[config.mk]
export PLATFORM = sky130hd
export DESIGN_NAME = quantized_dot_product_with_zero_points
export DESIGN_NICKNAME = d
export VERILOG_FILES = /design/src/hdl/qdp_pkg.sv /design/src/hdl/quantized_dot_product_with_zero_points.sv /design/src/hdl/qdp_front.sv /design/src/hdl/qdp_queue.sv /design/src/hdl/qdp_back.sv
export SDC_FILE = /design/constraint.sdc
export NUM_CORES = 2
export LEC_CHECK = 0
export ABC_CLOCK_PERIOD_IN_PS = 11300
export BUFFER_PORTS_ARGS = -buffer_cell sky130_fd_sc_hd__buf_2
export CAP_MARGIN = 10
export CELL_PAD_IN_SITES_DETAIL_PLACEMENT = 0
export CELL_PAD_IN_SITES_GLOBAL_PLACEMENT = 1
export CORE_AREA = 5 5 397 360
export DETAILED_ROUTE_END_ITERATION = 10
export DIE_AREA = 0 0 402 365
export GPL_TIMING_DRIVEN = 0
export MAX_ROUTING_LAYER = met4
export PLACE_DENSITY_LB_ADDON = 0.3
export SYNTH_ARGS = -nofsm -noshare
export SYNTH_HDL_FRONTEND = slang
export SYNTH_SLANG_ARGS = --single-unit
[constraint.sdc]
create_clock -name clk_i -period 11.3 [get_ports clk_i]
set_clock_uncertainty 0.1 [all_clocks]
set_input_delay 2.26 -clock clk_i [delete_from_list [all_inputs] [get_ports clk_i]]
set_output_delay 2.26 -clock clk_i [all_outputs]
set_load 0.01 [all_outputs]
[src/hdl/qdp_pkg.sv]
package qdp_pkg;

  localparam int QUEUE_DEPTH = 4;
  localparam int CFG_AW      = 3;
  localparam int TERM_W      = 19;
  localparam int ACC_W       = 40;

  localparam logic [CFG_AW-1:0] ADDR_WEIGHT_SIGNED  = 3'd0;
  localparam logic [CFG_AW-1:0] ADDR_ACT_ZERO_POINT = 3'd4;

  typedef struct packed {
    logic signed [TERM_W-1:0] term;
    logic [31:0]              scale;
    logic                     last;
  } qdp_entry_t;

  typedef struct packed {
    logic not_empty;
    logic full;
  } qdp_queue_status_t;

endpackage

[src/hdl/quantized_dot_product_with_zero_points.sv]
// Streams one activation/weight element per cycle, while the queue has room,
// into a signed 40-bit accumulator saturating at the 40-bit bounds; on the
// element marked last it returns the sum saturated to 32 bits with an overflow
// flag plus that sum times the unsigned Q16.16 scale. The front stage forms
// each element's product and writes it into a QUEUE_DEPTH-entry queue; the
// back end pops one entry per cycle through its single add-and-saturate
// accumulator loop, which sets the sustained rate of one element per cycle,
// except that a last element waits while the result register cannot drain.
// A result moves from the queue to the sum register, then the scaled output
// register. While an unread result holds the output, the accumulator keeps
// taking elements of the next row, and the queue absorbs the rest.
module quantized_dot_product_with_zero_points import qdp_pkg::*; #(
  parameter int QUEUE_DEPTH_P = QUEUE_DEPTH
) (
  input  logic               clk_i,
  input  logic               rst_ni,
  input  logic               psel,
  input  logic               penable,
  input  logic               pwrite,
  input  logic [CFG_AW-1:0]  paddr,
  input  logic [31:0]        pwdata,
  output logic [31:0]        prdata,
  output logic               pready,
  input  logic               in_valid_i,
  output logic               in_ready_o,
  input  logic [7:0]         act_value_i,
  input  logic [7:0]         weight_byte_i,
  input  logic signed [8:0]  weight_zero_i,
  input  logic [31:0]        scale_i,
  input  logic               last_i,
  output logic               out_valid_o,
  input  logic               out_ready_i,
  output logic signed [31:0] dot_sum_o,
  output logic               overflow_o,
  output logic signed [63:0] scaled_value_o
);

  qdp_queue_status_t queue_status;
  qdp_entry_t        entry_in;
  qdp_entry_t        head;
  logic              push;
  logic              pop;

  qdp_front u_front (
    .clk_i          (clk_i),
    .rst_ni         (rst_ni),
    .psel           (psel),
    .penable        (penable),
    .pwrite         (pwrite),
    .paddr          (paddr),
    .pwdata         (pwdata),
    .prdata         (prdata),
    .pready         (pready),
    .in_valid_i     (in_valid_i),
    .in_ready_o     (in_ready_o),
    .act_value_i    (act_value_i),
    .weight_byte_i  (weight_byte_i),
    .weight_zero_i  (weight_zero_i),
    .scale_i        (scale_i),
    .last_i         (last_i),
    .queue_status_i (queue_status),
    .push_o         (push),
    .entry_o        (entry_in)
  );

  qdp_queue #(
    .DEPTH (QUEUE_DEPTH_P)
  ) u_queue (
    .clk_i    (clk_i),
    .rst_ni   (rst_ni),
    .push_i   (push),
    .entry_i  (entry_in),
    .pop_i    (pop),
    .head_o   (head),
    .status_o (queue_status)
  );

  qdp_back u_back (
    .clk_i          (clk_i),
    .rst_ni         (rst_ni),
    .head_i         (head),
    .queue_status_i (queue_status),
    .pop_o          (pop),
    .out_valid_o    (out_valid_o),
    .out_ready_i    (out_ready_i),
    .dot_sum_o      (dot_sum_o),
    .overflow_o     (overflow_o),
    .scaled_value_o (scaled_value_o)
  );

endmodule

[src/hdl/qdp_front.sv]
module qdp_front import qdp_pkg::*; (
  input  logic                    clk_i,
  input  logic                    rst_ni,
  input  logic                    psel,
  input  logic                    penable,
  input  logic                    pwrite,
  input  logic [CFG_AW-1:0]       paddr,
  input  logic [31:0]             pwdata,
  output logic [31:0]             prdata,
  output logic                    pready,
  input  logic                    in_valid_i,
  output logic                    in_ready_o,
  input  logic [7:0]              act_value_i,
  input  logic [7:0]              weight_byte_i,
  input  logic signed [8:0]       weight_zero_i,
  input  logic [31:0]             scale_i,
  input  logic                    last_i,
  input  qdp_queue_status_t       queue_status_i,
  output logic                    push_o,
  output qdp_entry_t              entry_o
);

  logic                     weight_signed_q;
  logic [7:0]               act_zero_point_q;
  logic                     cfg_write;
  logic signed [8:0]        act_diff;
  logic signed [8:0]        weight_val;
  logic signed [9:0]        weight_diff;
  logic signed [TERM_W-1:0] term;

  function automatic logic signed [8:0] weight_signed_i_ext(logic [7:0] b, logic is_signed);
    return is_signed ? $signed({b[7], b}) : $signed({1'b0, b});
  endfunction

  assign pready    = 1'b1;
  assign cfg_write = psel && penable && pwrite;

  always_ff @(posedge clk_i or negedge rst_ni) begin
    if (!rst_ni) begin
      weight_signed_q  <= 1'b1;
      act_zero_point_q <= 8'd0;
    end else if (cfg_write) begin
      case (paddr)
        ADDR_WEIGHT_SIGNED:  weight_signed_q  <= pwdata[0];
        ADDR_ACT_ZERO_POINT: act_zero_point_q <= pwdata[7:0];
        default: ;
      endcase
    end
  end

  always_comb begin
    case (paddr)
      ADDR_WEIGHT_SIGNED:  prdata = {31'd0, weight_signed_q};
      ADDR_ACT_ZERO_POINT: prdata = {24'd0, act_zero_point_q};
      default:             prdata = 32'd0;
    endcase
  end

  assign act_diff    = $signed({1'b0, act_value_i}) - $signed({1'b0, act_zero_point_q});
  assign weight_val  = weight_signed_i_ext(weight_byte_i, weight_signed_q);
  assign weight_diff = 10'(weight_val) - 10'(weight_zero_i);
  assign term        = TERM_W'(act_diff) * TERM_W'(weight_diff);

  assign in_ready_o     = !queue_status_i.full;
  assign push_o         = in_valid_i && in_ready_o;
  assign entry_o.term   = term;
  assign entry_o.scale  = scale_i;
  assign entry_o.last   = last_i;

endmodule

[src/hdl/qdp_queue.sv]
module qdp_queue import qdp_pkg::*; #(
  parameter int DEPTH = QUEUE_DEPTH
) (
  input  logic              clk_i,
  input  logic              rst_ni,
  input  logic              push_i,
  input  qdp_entry_t        entry_i,
  input  logic              pop_i,
  output qdp_entry_t        head_o,
  output qdp_queue_status_t status_o
);

  localparam int PTR_W = (DEPTH > 1) ? $clog2(DEPTH) : 1;
  localparam int CNT_W = $clog2(DEPTH + 1);
  localparam logic [PTR_W-1:0] LAST_PTR = PTR_W'(DEPTH - 1);

  qdp_entry_t       mem_q [DEPTH];
  logic [PTR_W-1:0] wr_ptr_q, wr_ptr_d;
  logic [PTR_W-1:0] rd_ptr_q, rd_ptr_d;
  logic [CNT_W-1:0] count_q, count_d;

  always_comb begin
    wr_ptr_d = wr_ptr_q;
    rd_ptr_d = rd_ptr_q;
    count_d  = count_q;
    if (push_i) begin
      wr_ptr_d = (wr_ptr_q == LAST_PTR) ? '0 : wr_ptr_q + 1'b1;
    end
    if (pop_i) begin
      rd_ptr_d = (rd_ptr_q == LAST_PTR) ? '0 : rd_ptr_q + 1'b1;
    end
    if (push_i && !pop_i) begin
      count_d = count_q + 1'b1;
    end else if (pop_i && !push_i) begin
      count_d = count_q - 1'b1;
    end
  end

  always_ff @(posedge clk_i or negedge rst_ni) begin
    if (!rst_ni) begin
      wr_ptr_q <= '0;
      rd_ptr_q <= '0;
      count_q  <= '0;
    end else begin
      wr_ptr_q <= wr_ptr_d;
      rd_ptr_q <= rd_ptr_d;
      count_q  <= count_d;
    end
  end

  always_ff @(posedge clk_i) begin
    if (push_i) begin
      mem_q[wr_ptr_q] <= entry_i;
    end
  end

  assign head_o             = mem_q[rd_ptr_q];
  assign status_o.not_empty = (count_q != '0);
  assign status_o.full      = (count_q == CNT_W'(DEPTH));

endmodule

[src/hdl/qdp_back.sv]
module qdp_back import qdp_pkg::*; (
  input  logic                clk_i,
  input  logic                rst_ni,
  input  qdp_entry_t          head_i,
  input  qdp_queue_status_t   queue_status_i,
  output logic                pop_o,
  output logic                out_valid_o,
  input  logic                out_ready_i,
  output logic signed [31:0]  dot_sum_o,
  output logic                overflow_o,
  output logic signed [63:0]  scaled_value_o
);

  logic signed [ACC_W-1:0] acc_q, acc_d;
  logic signed [ACC_W:0]   sum_wide;
  logic signed [ACC_W-1:0] acc_sat;
  logic signed [31:0]      sum32;
  logic                    ovf32;

  logic                    r_vld_q, r_vld_d;
  logic signed [31:0]      r_sum_q;
  logic                    r_ovf_q;
  logic [31:0]             r_scale_q;
  logic                    r_move;

  logic                    o_vld_q, o_vld_d;
  logic signed [31:0]      o_sum_q;
  logic                    o_ovf_q;
  logic signed [63:0]      o_scaled_q;
  logic signed [65:0]      product;

  assign r_move = r_vld_q && (!o_vld_q || out_ready_i);
  assign pop_o  = queue_status_i.not_empty && (!head_i.last || !r_vld_q || r_move);

  assign sum_wide = (ACC_W + 1)'(acc_q) + (ACC_W + 1)'(head_i.term);

  always_comb begin
    case (sum_wide[ACC_W:ACC_W-1])
      2'b01:   acc_sat = {1'b0, {(ACC_W - 1){1'b1}}};
      2'b10:   acc_sat = {1'b1, {(ACC_W - 1){1'b0}}};
      default: acc_sat = sum_wide[ACC_W-1:0];
    endcase
    if (acc_sat[ACC_W-1:31] == '0 || acc_sat[ACC_W-1:31] == '1) begin
      sum32 = acc_sat[31:0];
      ovf32 = 1'b0;
    end else begin
      sum32 = acc_sat[ACC_W-1] ? 32'sh8000_0000 : 32'sh7fff_ffff;
      ovf32 = 1'b1;
    end
  end

  always_comb begin
    acc_d = acc_q;
    if (pop_o) begin
      acc_d = head_i.last ? '0 : acc_sat;
    end
    r_vld_d = r_vld_q;
    if (pop_o && head_i.last) begin
      r_vld_d = 1'b1;
    end else if (r_move) begin
      r_vld_d = 1'b0;
    end
    o_vld_d = o_vld_q;
    if (r_move) begin
      o_vld_d = 1'b1;
    end else if (out_ready_i) begin
      o_vld_d = 1'b0;
    end
  end

  always_ff @(posedge clk_i or negedge rst_ni) begin
    if (!rst_ni) begin
      acc_q   <= '0;
      r_vld_q <= 1'b0;
      o_vld_q <= 1'b0;
    end else begin
      acc_q   <= acc_d;
      r_vld_q <= r_vld_d;
      o_vld_q <= o_vld_d;
    end
  end

  always_ff @(posedge clk_i) begin
    if (pop_o && head_i.last) begin
      r_sum_q   <= sum32;
      r_ovf_q   <= ovf32;
      r_scale_q <= head_i.scale;
    end
  end

  assign product = 66'(r_sum_q) * $signed({34'd0, r_scale_q});

  always_ff @(posedge clk_i) begin
    if (r_move) begin
      o_sum_q    <= r_sum_q;
      o_ovf_q    <= r_ovf_q;
      o_scaled_q <= product[63:0];
    end
  end

  assign out_valid_o    = o_vld_q;
  assign dot_sum_o      = o_sum_q;
  assign overflow_o     = o_ovf_q;
  assign scaled_value_o = o_scaled_q;

endmodule

; After elaboration in Yosys (flattened, before gate mapping)
; Memory sizes are Yosys's and may differ from the RTL's.
; Cells that the tools add are included.
[totals]
regBits = 220
ram_bits = 208
out_inout_bits = 132
wordCells = 74
mem_count = 1
[mem_list]
columns = name, words, word_bits, rd, rd_clocked_by_memory_dff, wr, line
row1 = u_queue.mem_q, 4, 52, 1, 0, 1, qdp_queue.sv:17  ; qdp_entry_t mem_q [DEPTH];
[classes]
n_addsub = 7
mul = 2
eq_ne = 7
mux = 17
n_reduce_logical = 26
[ops]
columns = op, n
row1 = 40-bit case mux with 2 select lines, 1
row2 = 32-bit by 33-bit multiplier with 64-bit output, 1
row3 = 32-bit 2-to-1 mux, 2
row4 = 40-bit by 19-bit adder with 41-bit output, 1
row5 = 40-bit 2-to-1 mux, 1
row6 = 9-bit by 10-bit multiplier with 19-bit output, 1
row7 = 8-bit case mux with 2 select lines, 1
row8 = 9-bit by 9-bit subtractor with 10-bit output, 1
row9 = "9-bit equality test, second input constant", 1
row10 = 9-bit zero test, 1
row11 = 9-bit 2-to-1 mux, 1
row12 = 8-bit by 8-bit subtractor with 9-bit output, 1
row13 = 1-bit logical AND, 8
row14 = 1-bit 2-to-1 mux, 7
row15 = "2-bit equality test, second input constant", 3
row16 = "3-bit equality test, second input constant", 2
row17 = 1-bit zero test, 6
row18 = 3-bit 2-to-1 mux, 2
row19 = 2-bit nonzero test, 3
row20 = "2-bit by 1-bit adder with 2-bit output, second input constant", 2
row21 = 1-bit logical OR, 4
row22 = 2-bit 2-to-1 mux, 2
row23 = 2-bit AND reduction, 2
row24 = "3-bit by 1-bit adder with 3-bit output, second input constant", 1
row25 = other kinds (4), 4

; Longest topological paths before layout
[depth]
ltp_word = 8
ltp_mapped = 32
mapped_depth_nobuf = 32

; Cells and area by module
; From an unflattened synthesis, not the netlist that was laid out.
[unflattened]
hier_cells = 5377
hier_area_um2 = 56053.8
[by_module_without_submodules]
columns = module, n_inst, cells_each, area_each_um2, seq_area_each_um2
row1 = qdp_back, 1, 4492, 43121.4, 5915.7
row2 = qdp_queue, 1, 309, 7986.4, 6421.2
row3 = qdp_front, 1, 576, 4946.0, 226.5

; Least setup slack after synthesis
; No wires, ideal clock.
[synth_path]
kind = input to register
start = in weight_byte_i[0]
end = mem u_queue.mem_q[0][51] (netlist name) (data pin)
setup_time_ps = 151
t_arrival_ps = 8806
t_required_ps = 11049
path_slack_ps = 2243
stages = 31
path_buffers = 0
path_cell_list = inv_1 ha_1 inv_1 fa_1 a21o_1 a21oi_1 o21bai_1 a21oi_1 o21bai_1 a21oi_1 xnor2_1 nand2b_1 fa_1 inv_1 fa_1 fa_1 fa_1 inv_1 fa_1 inv_1 ha_1 inv_1 o21bai_1 a21oi_1 o21bai_1 a21oi_1 o21bai_1 a21oi_1 o21ai_0 or4_1 nand3_1
[synth_rtl]
columns = item, line
row1 = from (decl), quantized_dot_product_with_zero_points.sv:27  ; input logic [7:0] weight_byte_i,
row2 = to (decl), qdp_queue.sv:17

; Worst setup path in the final report
[layout_path]
start = reg u_back.r_sum_q[11]
end = reg u_back.o_scaled_q[61], in the netlist u_back.scaled_value_o[61] (data pin)
[layout_between]
elab_chain_cells = 1
[layout_rtl]
columns = item, line
row1 = from (decl), qdp_back.sv:21  ; logic signed [31:0] r_sum_q;
row2 = from (signal assigned), qdp_back.sv:85  ; r_sum_q <= sum32;
row3 = 32-bit by 33-bit multiplier with 64-bit output, qdp_back.sv:91  ; assign product = 66'(r_sum_q) * $signed({34'd0, r_scale_q});
row4 = net u_back.product[61], qdp_back.sv:30  ; logic signed [65:0] product;
row5 = to (signal assigned), qdp_back.sv:97  ; o_scaled_q <= product[63:0];
row6 = to (decl), qdp_back.sv:29  ; logic signed [63:0] o_scaled_q;
; The timed path passes the listed nets, and every way through them passes these cells.
; A chain may end at the register's enable or synchronous reset.

==> impl_metrics.env <==
export IMPL_die_x_um=402
export IMPL_gr_total_overflow=0
export IMPL_path_clk_slew_ps=60
export IMPL_clockBufferDepth=3
export IMPL_grt_pass1_vias=39159
export IMPL_worstPathArrival_ps=10760
export IMPL_avgSynthCellArea_um2=10.6
export IMPL_grt_usage_pct=24.6
export IMPL_vias=37604
export IMPL_dieArea_um2=147000
export IMPL_r2r_end="u_back.scaled_value_o[61]"
export IMPL_synth_area_um2=54900
export IMPL_reg2regPathDepth=27
export IMPL_cts_hold_buffers=0
export IMPL_htreeDepth=2
export IMPL_io_buffer_count=182
export IMPL_cp_max_fo=10
export IMPL_drtIter0Drc=2970
export IMPL_coreArea_um2=139000
export IMPL_cpMaxStageDelayCell="o21ai_0"
export IMPL_cts_root_buffer="clkbuf_16"
export IMPL_antenna_found_initial=19
export IMPL_io_pins=232
export IMPL_status="finished clean"
export IMPL_ys_ff_latch=428
export IMPL_synth_top_cell_area_share_pct=35.7
export IMPL_ys_async_sr_fraction_pct=13.6
export IMPL_ant_nets=0
export IMPL_clock_sinks=428
export IMPL_place_inst=7259
export IMPL_yosys_top_cells_area="fa_1 (36%), edfxtp_1 (20%), ha_1 (9.0%), and2_1 (7.5%), inv_1 (7.0%)"
export IMPL_tightestPinTransition_ps=1210
export IMPL_layout_common_cells="inv_1 (1016), fa_1 (979), and2_1 (654)"
export IMPL_ys_seq_area_share_pct=22.9
export IMPL_gp_congestion=1.00
export IMPL_crit_buf_inv=6
export IMPL_worstHoldStart="u_back.r_ovf_q"
export IMPL_synth_edf_count=370
export IMPL_synth_top_cell_by_area="fa_1"
export IMPL_hold_end="u_back.overflow_o"
export IMPL_wl_per_cell_um=23.9
export IMPL_fp_row_count=130
export IMPL_r2r_start="u_back.r_sum_q[11]"
export IMPL_drive_above_1_share_pct=6.96
export IMPL_netlist_instances=5200
export IMPL_post_cts_resize_count=0
export IMPL_yosysWarnings=0
export IMPL_instances_no_fill=7359
export IMPL_grt_start_max_net_pins=59
export IMPL_worstSkewPairLatency_ps=670
export IMPL_crit_path_start_kind="flop"
export IMPL_critical_path_top_delay_family="adder cells"
export IMPL_routed_wirelength_um=176000
export IMPL_path_class="reg2reg"
export IMPL_drv_cap=0
export IMPL_firstDrtPassIters=5
export IMPL_via_per_inst=5.11
export IMPL_area_growth_pct=9.36
export IMPL_grt_pass1_wl_um=260000
export IMPL_fmax_mhz=95.7
export IMPL_cts_tree="built"
export IMPL_timing_final_crit_period_ps=10450
export IMPL_die_h_um=365
export IMPL_crit_path_end_kind="flop"
export IMPL_final_max_slew_viol_count=0
export IMPL_slowest_delay_ps=990
export IMPL_regToRegSetupSlack_ps=850
export IMPL_holdPathStages=0
export IMPL_hold_path_class="reg2reg"
export IMPL_slew_headroom_pct=18.1
export IMPL_finalHoldViolations=0
export IMPL_setup_viol=0
export IMPL_cp_required_ps=11610
export IMPL_nets=6936
export IMPL_place_detailed_hpwl_um=147000
export IMPL_rsz0062_at_grt="false"
export IMPL_synth_flop_cell="edfxtp_1"
export IMPL_synth_distinct_cells=81
export IMPL_start_util_pct=39.6
export IMPL_cpMostUsedCell="fa_1"
export IMPL_drc=0
export IMPL_period_share_pct=92.5
export IMPL_final_common_cell="inv_1"
export IMPL_finalSetupTns_ps=0
export IMPL_cts_setup_buffers=0
export IMPL_cts_inserted_buffers=49
## state kept, by name (all words and copies together) (netlist names), 2 cells and up
signal,cells
u_queue.mem_q,208
u_back.scaled_value_o,64
u_back.acc_q,40
u_back.dot_sum_o,32
u_back.r_scale_q,32
u_back.r_sum_q,32
u_front.act_zero_point_q,8
u_queue.count_q,3
u_queue.rd_ptr_q,2
u_queue.wr_ptr_q,2
## stage by stage
stage	instance area [um2]	util [%]	hold WS, ps	setup slack (ps)
final	60000	43.3	371	852
after detailed placement	58300	42.1	329	741
after floorplan	55000	-	300	2240
after global placement	58200	42.0	337	469
after global routing	60000	43.3	382	438
after CTS	60000	43.3	372	749
## worst max path at each step
stage                              from                        end  slack, ps  depth (start not counted)
finish               u_back.r_sum_q[11]  u_back.scaled_value_o[61]        850                         27
global route        u_back.r_scale_q[1]  u_back.scaled_value_o[61]        440                         27
CTS                  u_back.r_sum_q[11]  u_back.scaled_value_o[61]        750                         27
detailed placement   u_back.r_sum_q[11]  u_back.scaled_value_o[61]        740                         27
global placement            out_ready_i  u_back.scaled_value_o[17]        470                          3
floorplan              weight_byte_i[0]       u_queue.mem_q[0][51]       2240                         31
## synthesized netlist by cell type (5+ instances only)
library cell,n
nand4b_1,5
fa_1,979
edfxtp_1,370
mux4_2,52
o21bai_1,26
xnor2_1,98
and3_1,10
o211ai_1,6
or2_2,6
o21ai_1,10
ha_1,395
nor3_1,16
and2_1,654
a31oi_1,15
nor2b_1,23
nand2_1,512
buf_4,25
nor4_1,5
nand3_1,25
inv_1,1016
nor2_1,119
o21a_1,16
a21oi_1,147
dfrtp_1,57
buf_1,9
nand4_1,13
a211oi_1,5
o21ai_0,121
clkbuf_1,228
xor2_1,38
a21o_1,63
or3_1,9
o31ai_1,6
a221oi_1,5
nand2b_1,28
buf_2,9
mux2_2,5
## cell type report
type / count / area (um2)
fillers: 13547 / 78600
multi-input cells: 3506 / 37500
flip-flops and latches: 428 / 12600
inverters: 1016 / 3810
well taps: 1848 / 2310
clock buffers: 58 / 1260
plain buffers: 273 / 1150
repair buffers: 188 / 1030
clock inverters: 32 / 390
diodes: 10 / 25.0
## logic make-up (layout without fill, tap and decap cells)
group	after synthesis	after routing	share of synthesized area (%)
muxes	60	60	2.29
other	2	35	0.0137
buffers and inverters	1289	1567	9.04
DFF	428	428	22.9
and+or+nand+nor	1434	1434	13.4
xor gates and xnor gates	136	136	2.17
adders and majority gates	1374	1374	44.7
AOI/OAI and AO/OA	477	477	5.43
## routing by layer
metal	vias to the layer above	share of wire [%]	global-route usage [%]
met4	0	2.6	5.63
met1	19434	44	34.3
met5	-	0	-
met2	1343	45	37.4
li1	16608	-	-
met3	219	8.6	4.93
Power is left out: the tool's default activity adds up to more than one toggle a clock period on the data nets, which glitch-free logic cannot reach.
